## src/rtl/hsbrgb_pkg.sv

```systemverilog
// Shared types, constants and divide helpers for the HSB to RGB converter.
// No dependencies; used by every module of the converter.
package hsbrgb_pkg;

   localparam int HUE_W  = 9;
   localparam int PCT_W  = 7;
   localparam int CHAN_W = 8;
   localparam int FRAC_W = 6;
   localparam int SEC_W  = 3;
   localparam int QCNT_W = 4;

   localparam int SECTOR_DEG = 60;
   localparam int PCT_MAX    = 100;
   localparam int CHAN_MAX   = 255;
   localparam int SECTORS    = 6;
   localparam int HUE_STEPS  = 8;

   localparam int RECIP_SHIFT = 20;
   localparam int DIV60_MUL   = 17477;
   localparam int DIV100_MUL  = 10486;

   localparam int SF_W   = 13;
   localparam int NUM_W  = 14;
   localparam int WIDE_W = 15;

   localparam logic [SEC_W-1:0] SEC_RED     = 3'd0;
   localparam logic [SEC_W-1:0] SEC_YELLOW  = 3'd1;
   localparam logic [SEC_W-1:0] SEC_GREEN   = 3'd2;
   localparam logic [SEC_W-1:0] SEC_CYAN    = 3'd3;
   localparam logic [SEC_W-1:0] SEC_BLUE    = 3'd4;
   localparam logic [SEC_W-1:0] SEC_MAGENTA = 3'd5;

   typedef struct packed {
      logic [SEC_W-1:0]  sector;
      logic [FRAC_W-1:0] frac;
      logic [PCT_W-1:0]  sat;
      logic [PCT_W-1:0]  bri;
   } angle_type;

   typedef struct packed {
      logic [SEC_W-1:0] sector;
      logic [PCT_W-1:0] bri;
      logic [SF_W-1:0]  sf;
      logic [SF_W-1:0]  sft;
      logic [NUM_W-1:0] pn;
   } prod_type;

   typedef struct packed {
      logic [SEC_W-1:0] sector;
      logic [PCT_W-1:0] bri;
      logic [PCT_W-1:0] qa;
      logic [PCT_W-1:0] ta;
      logic [NUM_W-1:0] pn;
   } quot_type;

   typedef struct packed {
      logic [SEC_W-1:0] sector;
      logic [PCT_W-1:0] bri;
      logic [NUM_W-1:0] qn;
      logic [NUM_W-1:0] tn;
      logic [NUM_W-1:0] pn;
   } num_type;

   typedef struct packed {
      logic [SEC_W-1:0] sector;
      logic [PCT_W-1:0] bri;
      logic [PCT_W-1:0] p;
      logic [PCT_W-1:0] q;
      logic [PCT_W-1:0] t;
   } level_type;

   typedef struct packed {
      logic [WIDE_W-1:0] r;
      logic [WIDE_W-1:0] g;
      logic [WIDE_W-1:0] b;
   } wide_type;

   function automatic logic [PCT_W-1:0] div60(input logic [SF_W-1:0] x);
      logic [SF_W+WIDE_W-1:0] prod;
      prod = (SF_W+WIDE_W)'(x) * (SF_W+WIDE_W)'(DIV60_MUL);
      return prod[RECIP_SHIFT +: PCT_W];
   endfunction

   function automatic logic [CHAN_W-1:0] div100(input logic [WIDE_W-1:0] x);
      logic [WIDE_W+NUM_W-1:0] prod;
      prod = (WIDE_W+NUM_W)'(x) * (WIDE_W+NUM_W)'(DIV100_MUL);
      return prod[RECIP_SHIFT +: CHAN_W];
   endfunction

endpackage

```

## src/rtl/hsbrgb_sector.sv

```systemverilog
// First pipeline stage: clamps saturation and brightness, splits hue into sector and offset.
// Depends on hsbrgb_pkg.
module hsbrgb_sector (
   input  logic                           clock,
   input  logic                           reset,
   input  logic                           in_valid,
   output logic                           in_ready,
   input  logic [hsbrgb_pkg::HUE_W-1:0]   hue,
   input  logic [hsbrgb_pkg::PCT_W-1:0]   sat,
   input  logic [hsbrgb_pkg::PCT_W-1:0]   bri,
   output logic                           out_valid,
   input  logic                           out_ready,
   output hsbrgb_pkg::angle_type          out_data
);

   logic                              vld_ff;
   hsbrgb_pkg::angle_type             data_ff;
   hsbrgb_pkg::angle_type             data_in;
   logic [hsbrgb_pkg::QCNT_W-1:0]     qcnt;
   logic [hsbrgb_pkg::HUE_W-1:0]      base;

   always_comb begin
      qcnt = '0;
      for (int k = 1; k <= hsbrgb_pkg::HUE_STEPS; k++) begin
         if (hue >= hsbrgb_pkg::HUE_W'(k * hsbrgb_pkg::SECTOR_DEG)) begin
            qcnt = qcnt + 1'b1;
         end
      end
      base = hsbrgb_pkg::HUE_W'(qcnt) * hsbrgb_pkg::HUE_W'(hsbrgb_pkg::SECTOR_DEG);
      data_in.frac = hsbrgb_pkg::FRAC_W'(hue - base);
      if (qcnt >= hsbrgb_pkg::QCNT_W'(hsbrgb_pkg::SECTORS)) begin
         data_in.sector = hsbrgb_pkg::SEC_W'(qcnt - hsbrgb_pkg::QCNT_W'(hsbrgb_pkg::SECTORS));
      end else begin
         data_in.sector = hsbrgb_pkg::SEC_W'(qcnt);
      end
      data_in.sat = (sat > hsbrgb_pkg::PCT_W'(hsbrgb_pkg::PCT_MAX)) ?
                    hsbrgb_pkg::PCT_W'(hsbrgb_pkg::PCT_MAX) : sat;
      data_in.bri = (bri > hsbrgb_pkg::PCT_W'(hsbrgb_pkg::PCT_MAX)) ?
                    hsbrgb_pkg::PCT_W'(hsbrgb_pkg::PCT_MAX) : bri;
   end

   assign in_ready  = !vld_ff || out_ready;
   assign out_valid = vld_ff;
   assign out_data  = data_ff;

   always_ff @(posedge clock) begin
      if (reset) begin
         vld_ff <= 1'b0;
      end else if (in_ready) begin
         vld_ff <= in_valid;
      end
   end

   always_ff @(posedge clock) begin
      if (in_ready && in_valid) begin
         data_ff <= data_in;
      end
   end

   a_sector_range: assert property (@(posedge clock) disable iff (reset)
      vld_ff |-> (data_ff.frac < hsbrgb_pkg::FRAC_W'(hsbrgb_pkg::SECTOR_DEG)) &&
                 (data_ff.sector < hsbrgb_pkg::SEC_W'(hsbrgb_pkg::SECTORS)) &&
                 (data_ff.sat <= hsbrgb_pkg::PCT_W'(hsbrgb_pkg::PCT_MAX)))
      else $error("sector stage out of range");

endmodule

```

## src/rtl/hsbrgb_level.sv

```systemverilog
// Pipeline stages two to five: forms the p, q and t levels with products and
// reciprocal divides by 60 and 100. Depends on hsbrgb_pkg.
module hsbrgb_level (
   input  logic                    clock,
   input  logic                    reset,
   input  logic                    in_valid,
   output logic                    in_ready,
   input  hsbrgb_pkg::angle_type   in_data,
   output logic                    out_valid,
   input  logic                    out_ready,
   output hsbrgb_pkg::level_type   out_data
);

   logic                    vld2_ff, vld3_ff, vld4_ff, vld5_ff;
   logic                    rdy2, rdy3, rdy4, rdy5;
   hsbrgb_pkg::prod_type    s2_ff, s2_in;
   hsbrgb_pkg::quot_type    s3_ff, s3_in;
   hsbrgb_pkg::num_type     s4_ff, s4_in;
   hsbrgb_pkg::level_type   s5_ff, s5_in;
   logic [hsbrgb_pkg::CHAN_W-1:0] p_div, q_div, t_div;

   assign rdy5     = !vld5_ff || out_ready;
   assign rdy4     = !vld4_ff || rdy5;
   assign rdy3     = !vld3_ff || rdy4;
   assign rdy2     = !vld2_ff || rdy3;
   assign in_ready = rdy2;

   always_comb begin
      s2_in.sector = in_data.sector;
      s2_in.bri    = in_data.bri;
      s2_in.sf     = hsbrgb_pkg::SF_W'(in_data.sat) * hsbrgb_pkg::SF_W'(in_data.frac);
      s2_in.sft    = hsbrgb_pkg::SF_W'(in_data.sat) *
                     hsbrgb_pkg::SF_W'(hsbrgb_pkg::FRAC_W'(hsbrgb_pkg::SECTOR_DEG) - in_data.frac);
      s2_in.pn     = hsbrgb_pkg::NUM_W'(in_data.bri) *
                     hsbrgb_pkg::NUM_W'(hsbrgb_pkg::PCT_W'(hsbrgb_pkg::PCT_MAX) - in_data.sat);
   end

   always_comb begin
      s3_in.sector = s2_ff.sector;
      s3_in.bri    = s2_ff.bri;
      s3_in.qa     = hsbrgb_pkg::div60(s2_ff.sf);
      s3_in.ta     = hsbrgb_pkg::div60(s2_ff.sft);
      s3_in.pn     = s2_ff.pn;
   end

   always_comb begin
      s4_in.sector = s3_ff.sector;
      s4_in.bri    = s3_ff.bri;
      s4_in.qn     = hsbrgb_pkg::NUM_W'(s3_ff.bri) *
                     hsbrgb_pkg::NUM_W'(hsbrgb_pkg::PCT_W'(hsbrgb_pkg::PCT_MAX) - s3_ff.qa);
      s4_in.tn     = hsbrgb_pkg::NUM_W'(s3_ff.bri) *
                     hsbrgb_pkg::NUM_W'(hsbrgb_pkg::PCT_W'(hsbrgb_pkg::PCT_MAX) - s3_ff.ta);
      s4_in.pn     = s3_ff.pn;
   end

   always_comb begin
      p_div        = hsbrgb_pkg::div100(hsbrgb_pkg::WIDE_W'(s4_ff.pn));
      q_div        = hsbrgb_pkg::div100(hsbrgb_pkg::WIDE_W'(s4_ff.qn));
      t_div        = hsbrgb_pkg::div100(hsbrgb_pkg::WIDE_W'(s4_ff.tn));
      s5_in.sector = s4_ff.sector;
      s5_in.bri    = s4_ff.bri;
      s5_in.p      = p_div[hsbrgb_pkg::PCT_W-1:0];
      s5_in.q      = q_div[hsbrgb_pkg::PCT_W-1:0];
      s5_in.t      = t_div[hsbrgb_pkg::PCT_W-1:0];
   end

   always_ff @(posedge clock) begin
      if (reset) begin
         vld2_ff <= 1'b0;
         vld3_ff <= 1'b0;
         vld4_ff <= 1'b0;
         vld5_ff <= 1'b0;
      end else begin
         if (rdy2) begin
            vld2_ff <= in_valid;
         end
         if (rdy3) begin
            vld3_ff <= vld2_ff;
         end
         if (rdy4) begin
            vld4_ff <= vld3_ff;
         end
         if (rdy5) begin
            vld5_ff <= vld4_ff;
         end
      end
   end

   always_ff @(posedge clock) begin
      if (rdy2 && in_valid) begin
         s2_ff <= s2_in;
      end
      if (rdy3 && vld2_ff) begin
         s3_ff <= s3_in;
      end
      if (rdy4 && vld3_ff) begin
         s4_ff <= s4_in;
      end
      if (rdy5 && vld4_ff) begin
         s5_ff <= s5_in;
      end
   end

   assign out_valid = vld5_ff;
   assign out_data  = s5_ff;

   a_level_order: assert property (@(posedge clock) disable iff (reset)
      vld5_ff |-> (s5_ff.p <= s5_ff.q) && (s5_ff.p <= s5_ff.t) &&
                  (s5_ff.q <= s5_ff.bri) && (s5_ff.t <= s5_ff.bri))
      else $error("levels out of order");

   a_level_hold: assert property (@(posedge clock) disable iff (reset)
      (vld5_ff && !out_ready) |=> vld5_ff && $stable(s5_ff))
      else $error("level stage lost a held transaction");

endmodule

```

## src/rtl/hsbrgb_scale.sv

```systemverilog
// Pipeline stages six and seven: routes levels to channels by sector and scales
// each by 255/100. Depends on hsbrgb_pkg.
module hsbrgb_scale (
   input  logic                              clock,
   input  logic                              reset,
   input  logic                              in_valid,
   output logic                              in_ready,
   input  hsbrgb_pkg::level_type             in_data,
   output logic                              out_valid,
   input  logic                              out_ready,
   output logic [hsbrgb_pkg::CHAN_W-1:0]     red,
   output logic [hsbrgb_pkg::CHAN_W-1:0]     green,
   output logic [hsbrgb_pkg::CHAN_W-1:0]     blue
);

   logic                               vld6_ff, vld7_ff;
   logic                               rdy6, rdy7;
   hsbrgb_pkg::wide_type               s6_ff, s6_in;
   logic [hsbrgb_pkg::PCT_W-1:0]       lr, lg, lb;
   logic [hsbrgb_pkg::CHAN_W-1:0]      red_ff, green_ff, blue_ff;

   assign rdy7     = !vld7_ff || out_ready;
   assign rdy6     = !vld6_ff || rdy7;
   assign in_ready = rdy6;

   always_comb begin
      case (in_data.sector)
         hsbrgb_pkg::SEC_RED: begin
            lr = in_data.bri; lg = in_data.t;   lb = in_data.p;
         end
         hsbrgb_pkg::SEC_YELLOW: begin
            lr = in_data.q;   lg = in_data.bri; lb = in_data.p;
         end
         hsbrgb_pkg::SEC_GREEN: begin
            lr = in_data.p;   lg = in_data.bri; lb = in_data.t;
         end
         hsbrgb_pkg::SEC_CYAN: begin
            lr = in_data.p;   lg = in_data.q;   lb = in_data.bri;
         end
         hsbrgb_pkg::SEC_BLUE: begin
            lr = in_data.t;   lg = in_data.p;   lb = in_data.bri;
         end
         default: begin
            lr = in_data.bri; lg = in_data.p;   lb = in_data.q;
         end
      endcase
      s6_in.r = hsbrgb_pkg::WIDE_W'({lr, hsbrgb_pkg::CHAN_W'(0)}) - hsbrgb_pkg::WIDE_W'(lr);
      s6_in.g = hsbrgb_pkg::WIDE_W'({lg, hsbrgb_pkg::CHAN_W'(0)}) - hsbrgb_pkg::WIDE_W'(lg);
      s6_in.b = hsbrgb_pkg::WIDE_W'({lb, hsbrgb_pkg::CHAN_W'(0)}) - hsbrgb_pkg::WIDE_W'(lb);
   end

   always_ff @(posedge clock) begin
      if (reset) begin
         vld6_ff <= 1'b0;
         vld7_ff <= 1'b0;
      end else begin
         if (rdy6) begin
            vld6_ff <= in_valid;
         end
         if (rdy7) begin
            vld7_ff <= vld6_ff;
         end
      end
   end

   always_ff @(posedge clock) begin
      if (rdy6 && in_valid) begin
         s6_ff <= s6_in;
      end
      if (rdy7 && vld6_ff) begin
         red_ff   <= hsbrgb_pkg::div100(s6_ff.r);
         green_ff <= hsbrgb_pkg::div100(s6_ff.g);
         blue_ff  <= hsbrgb_pkg::div100(s6_ff.b);
      end
   end

   assign out_valid = vld7_ff;
   assign red       = red_ff;
   assign green     = green_ff;
   assign blue      = blue_ff;

   a_scale_bound: assert property (@(posedge clock) disable iff (reset)
      vld6_ff |-> (s6_ff.r <= hsbrgb_pkg::WIDE_W'(hsbrgb_pkg::PCT_MAX * hsbrgb_pkg::CHAN_MAX)) &&
                  (s6_ff.g <= hsbrgb_pkg::WIDE_W'(hsbrgb_pkg::PCT_MAX * hsbrgb_pkg::CHAN_MAX)) &&
                  (s6_ff.b <= hsbrgb_pkg::WIDE_W'(hsbrgb_pkg::PCT_MAX * hsbrgb_pkg::CHAN_MAX)))
      else $error("scaled channel above full scale");

endmodule

```

## src/rtl/hsb_to_rgb_converter.sv

```systemverilog
// HSB to RGB converter, top level.
// Depends on hsbrgb_pkg, hsbrgb_sector, hsbrgb_level and hsbrgb_scale.
//
// Usage:
//   The req_ channel carries one colour per transaction: hue in degrees,
//   saturation and brightness in percent. Values above range are folded
//   (hue taken modulo 360) or clamped to 100. The rsp_ channel returns the
//   8-bit red, green and blue for each request, in order, one per request.
//   The result is held in an output register until it is taken.
//   Throughput is one transaction per cycle while rsp_stall is low.
//   The depth is set by the chain of constant-reciprocal multiplies
//   (divide by 60, then by 100 for the levels, then by 100 for scaling),
//   each followed by a register, seven stages in all.
//   Every stage advances when it is empty or the stage after it advances,
//   so bubbles close up while rsp_stall is high; req_stall rises only when
//   all seven stages hold data and the output is stalled.
//   Reset (synchronous, active high) empties the pipeline; the block keeps
//   no other state.
module hsb_to_rgb_converter (
   input  logic                              clock,
   input  logic                              reset,
   input  logic                              req_valid,
   output logic                              req_stall,
   input  logic [hsbrgb_pkg::HUE_W-1:0]      req_hue,
   input  logic [hsbrgb_pkg::PCT_W-1:0]      req_saturation,
   input  logic [hsbrgb_pkg::PCT_W-1:0]      req_brightness,
   output logic                              rsp_valid,
   input  logic                              rsp_stall,
   output logic [hsbrgb_pkg::CHAN_W-1:0]     rsp_red,
   output logic [hsbrgb_pkg::CHAN_W-1:0]     rsp_green,
   output logic [hsbrgb_pkg::CHAN_W-1:0]     rsp_blue
);

   logic                    sec_ready;
   logic                    ang_valid, ang_ready;
   hsbrgb_pkg::angle_type   ang_data;
   logic                    lvl_valid, lvl_ready;
   hsbrgb_pkg::level_type   lvl_data;

   assign req_stall = !sec_ready;

   hsbrgb_sector u_sector (
      .clock     (clock),
      .reset     (reset),
      .in_valid  (req_valid),
      .in_ready  (sec_ready),
      .hue       (req_hue),
      .sat       (req_saturation),
      .bri       (req_brightness),
      .out_valid (ang_valid),
      .out_ready (ang_ready),
      .out_data  (ang_data)
   );

   hsbrgb_level u_level (
      .clock     (clock),
      .reset     (reset),
      .in_valid  (ang_valid),
      .in_ready  (ang_ready),
      .in_data   (ang_data),
      .out_valid (lvl_valid),
      .out_ready (lvl_ready),
      .out_data  (lvl_data)
   );

   hsbrgb_scale u_scale (
      .clock     (clock),
      .reset     (reset),
      .in_valid  (lvl_valid),
      .in_ready  (lvl_ready),
      .in_data   (lvl_data),
      .out_valid (rsp_valid),
      .out_ready (!rsp_stall),
      .red       (rsp_red),
      .green     (rsp_green),
      .blue      (rsp_blue)
   );

endmodule

```

## config.mk

```make
export PLATFORM = sky130hd
export DESIGN_NAME = hsb_to_rgb_converter
export DESIGN_NICKNAME = d
export VERILOG_FILES = /design/src/rtl/hsbrgb_pkg.sv /design/src/rtl/hsbrgb_sector.sv /design/src/rtl/hsbrgb_level.sv /design/src/rtl/hsbrgb_scale.sv /design/src/rtl/hsb_to_rgb_converter.sv
export SDC_FILE = /design/constraint.sdc
export NUM_CORES = 2
export LEC_CHECK = 0
export BUFFER_PORTS_ARGS = -buffer_cell sky130_fd_sc_hd__buf_4
export CAP_MARGIN = 20
export CORE_MARGIN = 8
export CORE_UTILIZATION = 48
export DETAILED_ROUTE_END_ITERATION = 10
export GPL_ROUTABILITY_DRIVEN = 1
export GPL_TIMING_DRIVEN = 0
export SETUP_SLACK_MARGIN = 0.5
export SYNTH_ARGS = -nofsm -noshare
export SYNTH_HDL_FRONTEND = slang
export SYNTH_SLANG_ARGS = --single-unit
```

## constraint.sdc

```tcl
create_clock -name clock -period 9.07 [get_ports clock]
set_clock_uncertainty 0.15 [all_clocks]
set_input_delay 2.721 -clock clock [delete_from_list [all_inputs] [get_ports clock]]
set_output_delay 2.721 -clock clock [all_outputs]
set_load 0.03 [all_outputs]
```

==> results.sh <==
export IMPL_status="finished, final reports clean"
export IMPL_hold_buffers=0
export IMPL_wl_um=78210
export IMPL_period_needed_ns=7.851
export IMPL_first_global_vias=28591
export IMPL_crit_arrival_ns=8.01
export IMPL_startpoint_type="input pin"
export IMPL_yosysWarnings=0
export IMPL_top_usage_layer="met2"
export IMPL_grt_pass1_wl_um=136800
export IMPL_rows=109
export IMPL_gr_usage_met1_pct=21.28
export IMPL_cap_viol_max_count=0
export IMPL_worstPathMaxFanout=10
export IMPL_via_per_inst=4.862
export IMPL_period_share_pct=86.56
export IMPL_vias=26408
export IMPL_critPathSlowestCell="a311oi_2"
export IMPL_synthesis_nets=5597
export IMPL_tns_ns=0
export IMPL_layout_area_overhead_vs_synth_pct=7.503
export IMPL_pin_count=53
export IMPL_setup_violations=0
export IMPL_grt_ovfl_total=0
export IMPL_grt_max_degree=36
export IMPL_use_met3_pct=1.844
export IMPL_tightest_slew_ns=0.9014
export IMPL_dr_pass1_iters=5
export IMPL_post_cts_buffers=0
export IMPL_antenna_found_initial=0
export IMPL_routabilityCongestion=0.8386
export IMPL_die_area_um2=98780
export IMPL_cts_root_buf="clkbuf_16"
export IMPL_drv_slew=0
export IMPL_grt_setup_unrepaired="no"
export IMPL_critPathMostFrequentCell="ha_1"
export IMPL_fillers=8081
export IMPL_track_usage_pct=16.60
export IMPL_yosysSeqAreaShare_pct=18.75
export IMPL_cpPeakStageDelay_ns=0.41
export IMPL_critical_path_class="input pin to register"
export IMPL_die_h_um=314.3
export IMPL_hpwlAfterDp_um=68300
export IMPL_drive_gt1_share_pct=3.938
export IMPL_port_buffers=52
export IMPL_clockBufferDepth=3
export IMPL_num_antenna_cells=0
export IMPL_initial_utilization_pct=48.40
export IMPL_synth_seq_cells=269
export IMPL_path_clk_slew_ns=0.06
export IMPL_cts_sinks=269
export IMPL_clkLatencyLatePin_ns=0.56
export IMPL_fin_nets=5693
export IMPL_min_path_type="register to register"
export IMPL_cts_buffers=37
export IMPL_syn_instance_count=4143
export IMPL_drcViolationCount=0
export IMPL_synth_edff_count=262
export IMPL_cp_required_ns=9.23
export IMPL_endpoint_kind="register"
export IMPL_grtUsageMet2_pct=30.18
export IMPL_cts_resized=0
export IMPL_syn_area_um2=42710
export IMPL_slew_limit_headroom_pct=39.75
export IMPL_cts_tree="done"
export IMPL_synthArstFlopShare_pct=0
export IMPL_avgSynthCellArea_um2=10.31
export IMPL_htree_num_levels=2
export IMPL_wl_per_cell_um=14.40
export IMPL_core_area_um2=88240
export IMPL_initialDrtViolationCount=950
export IMPL_ys_flop_type="edfxtp_1"
export IMPL_fmax_mhz=127.4
export IMPL_yosysUniqueCellTypes=76
export IMPL_chipWidth_um=314.3
export IMPL_postRouteAntennaNets=0
export IMPL_finalHoldViolCount=0
-- cell families (layout without fill, tap and decap cells) --
group	count (synthesis)	in the layout	share of synthesized area, %
AOI/OAI and AO/OA	381	381	5.748
buffers and inverters	1236	1359	10.94
muxes	39	39	0.9433
xor gates and xnor gates	199	199	4.239
adders and majority gates	1427	1427	52.37
and+or+nand+nor	592	592	7.011
DFF	269	269	18.75
-- metal layers --
| layer | vias up | wire length [um] | part of all wire [%] |
|---|---|---|---|
| met5 | - | 0 | 0 |
| met4 | 0 | 1289 | 1.6 |
| met3 | 80 | 1825 | 2.3 |
| met2 | 232 | 39320 | 50 |
| met1 | 12852 | 35780 | 46 |
| li1 | 13244 | - | - |
-- registers in the layout (all words and copies together), names as in the netlist, 8 cells and up --
register           cells
u_level.out_data      31
u_level.s2_ff         49
u_level.s3_ff         38
u_level.s4_ff         52
u_scale.blue           8
u_scale.green          8
u_scale.red            8
u_scale.s6_ff         45
u_sector.out_data     23
-- layout make-up --
type	count	area [um^2]	share of cell area [%]
Timing Repair Buffer	57	490.5	1.068
Tap cell	1165	1458	3.175
Buffer	53	231.5	0.5042
Sequential cell	269	8008	17.44
Inverter	1183	4441	9.672
Clock buffer	45	1018	2.218
Clock inverter	21	166.4	0.3624
Multi-Input combinational cell	2638	30100	65.56
-- stage by stage --
step	std cells	setup WS (ns)	util (%)	hold slack [ns]	area, um^2
after CTS	5431	1.223	52.03	0.2676	45910
after floorplan	4143	1.291	-	0.2503	42710
final	5431	1.219	52.03	0.2615	45910
after detailed placement	5365	0.6390	50.69	0.2545	44730
after global placement	5360	0.6778	50.50	0.2508	44560
after global routing	5431	0.6860	52.03	0.2694	45910
-- cell usage after synthesis, types with 3 or more instances --
library cell	count	area, um^2
a2111oi_0	5	43.79
a211o_1	4	35.03
a211oi_1	12	90.09
a21boi_0	6	45.04
a21o_1	38	285.3
a21oi_1	124	620.6
a311oi_1	3	26.28
a31oi_1	13	81.33
and2_1	138	863.3
and3_1	27	168.9
buf_2	8	40.04
clkbuf_1	39	146.4
dfxtp_1	7	140.1
edfxtp_1	262	7868
fa_1	601	12030
ha_1	826	10330
inv_1	1183	4441
mux2_2	10	112.6
mux2i_1	29	290.3
nand2_1	165	619.3
nand2b_1	21	131.4
nand3_1	23	115.1
nand3b_1	4	30.03
nand4_1	13	81.33
nor2_1	109	409.1
nor2b_1	40	250.2
nor3_1	23	115.1
o211a_1	5	50.05
o211ai_1	18	135.1
o21a_1	17	127.6
o21ai_0	48	240.2
o21ai_1	16	80.08
o21bai_1	29	217.7
o22ai_1	10	62.56
o31ai_1	4	30.03
o41ai_1	4	35.03
or2_2	7	43.79
or3_1	10	62.56
xnor2_1	140	1226
xor2_1	55	481.7
-- cell usage in the layout, fill, tap and decap left out, types with 12 or more instances in the layout --
cell          n
inv_1      1183
ha_1        826
fa_1        601
edfxtp_1    262
nand2_1     165
xnor2_1     140
and2_1      138
a21oi_1     124
nor2_1      108
xor2_1       55
buf_4        54
o21ai_0      48
clkbuf_1     43
clkbuf_16    39
nor2b_1      38
a21o_1       38
o21bai_1     29
mux2i_1      29
and3_1       27
nand3_1      23
nor3_1       23
nand2b_1     21
o211ai_1     18
o21a_1       17
o21ai_1      16
nand4_1      13
a31oi_1      12
a211oi_1     12
-- worst paths after layout --
check / slack [ns] / to / depth (start not counted) / startpoint
worst max-delay path: 1.22 / u_sector.out_data[19]$_DFFE_PP_ / 27 / req_hue[6]
worst min-delay path: 0.26 / u_level.s4_ff[9]$_DFFE_PP_ / 0 / u_level.s3_ff[9]$_DFFE_PP_
worst max register to register: 2.90 / u_level.s2_ff[13]$_DFFE_PP_ / 21 / u_sector.out_data[7]$_SDFFCE_PN0P_
worst min register to register: 0.26 / u_level.s4_ff[9]$_DFFE_PP_ / 0 / u_level.s3_ff[9]$_DFFE_PP_
-- critical path, delay by kind of cell --
family | cells | cell delay [ns]
AND/OR/NAND/NOR | 2 | 0.27
multiplexers | 1 | 0.28
adder cells (fa/ha/maj) | 6 | 1.66
AO/OA/AOI/OAI | 6 | 1.43
XOR/XNOR | 7 | 1.05
buffers and inverters | 5 | 0.58
Power is not shown: default switching activity piles up to over one toggle a cycle in this logic, so the estimate is an artifact.
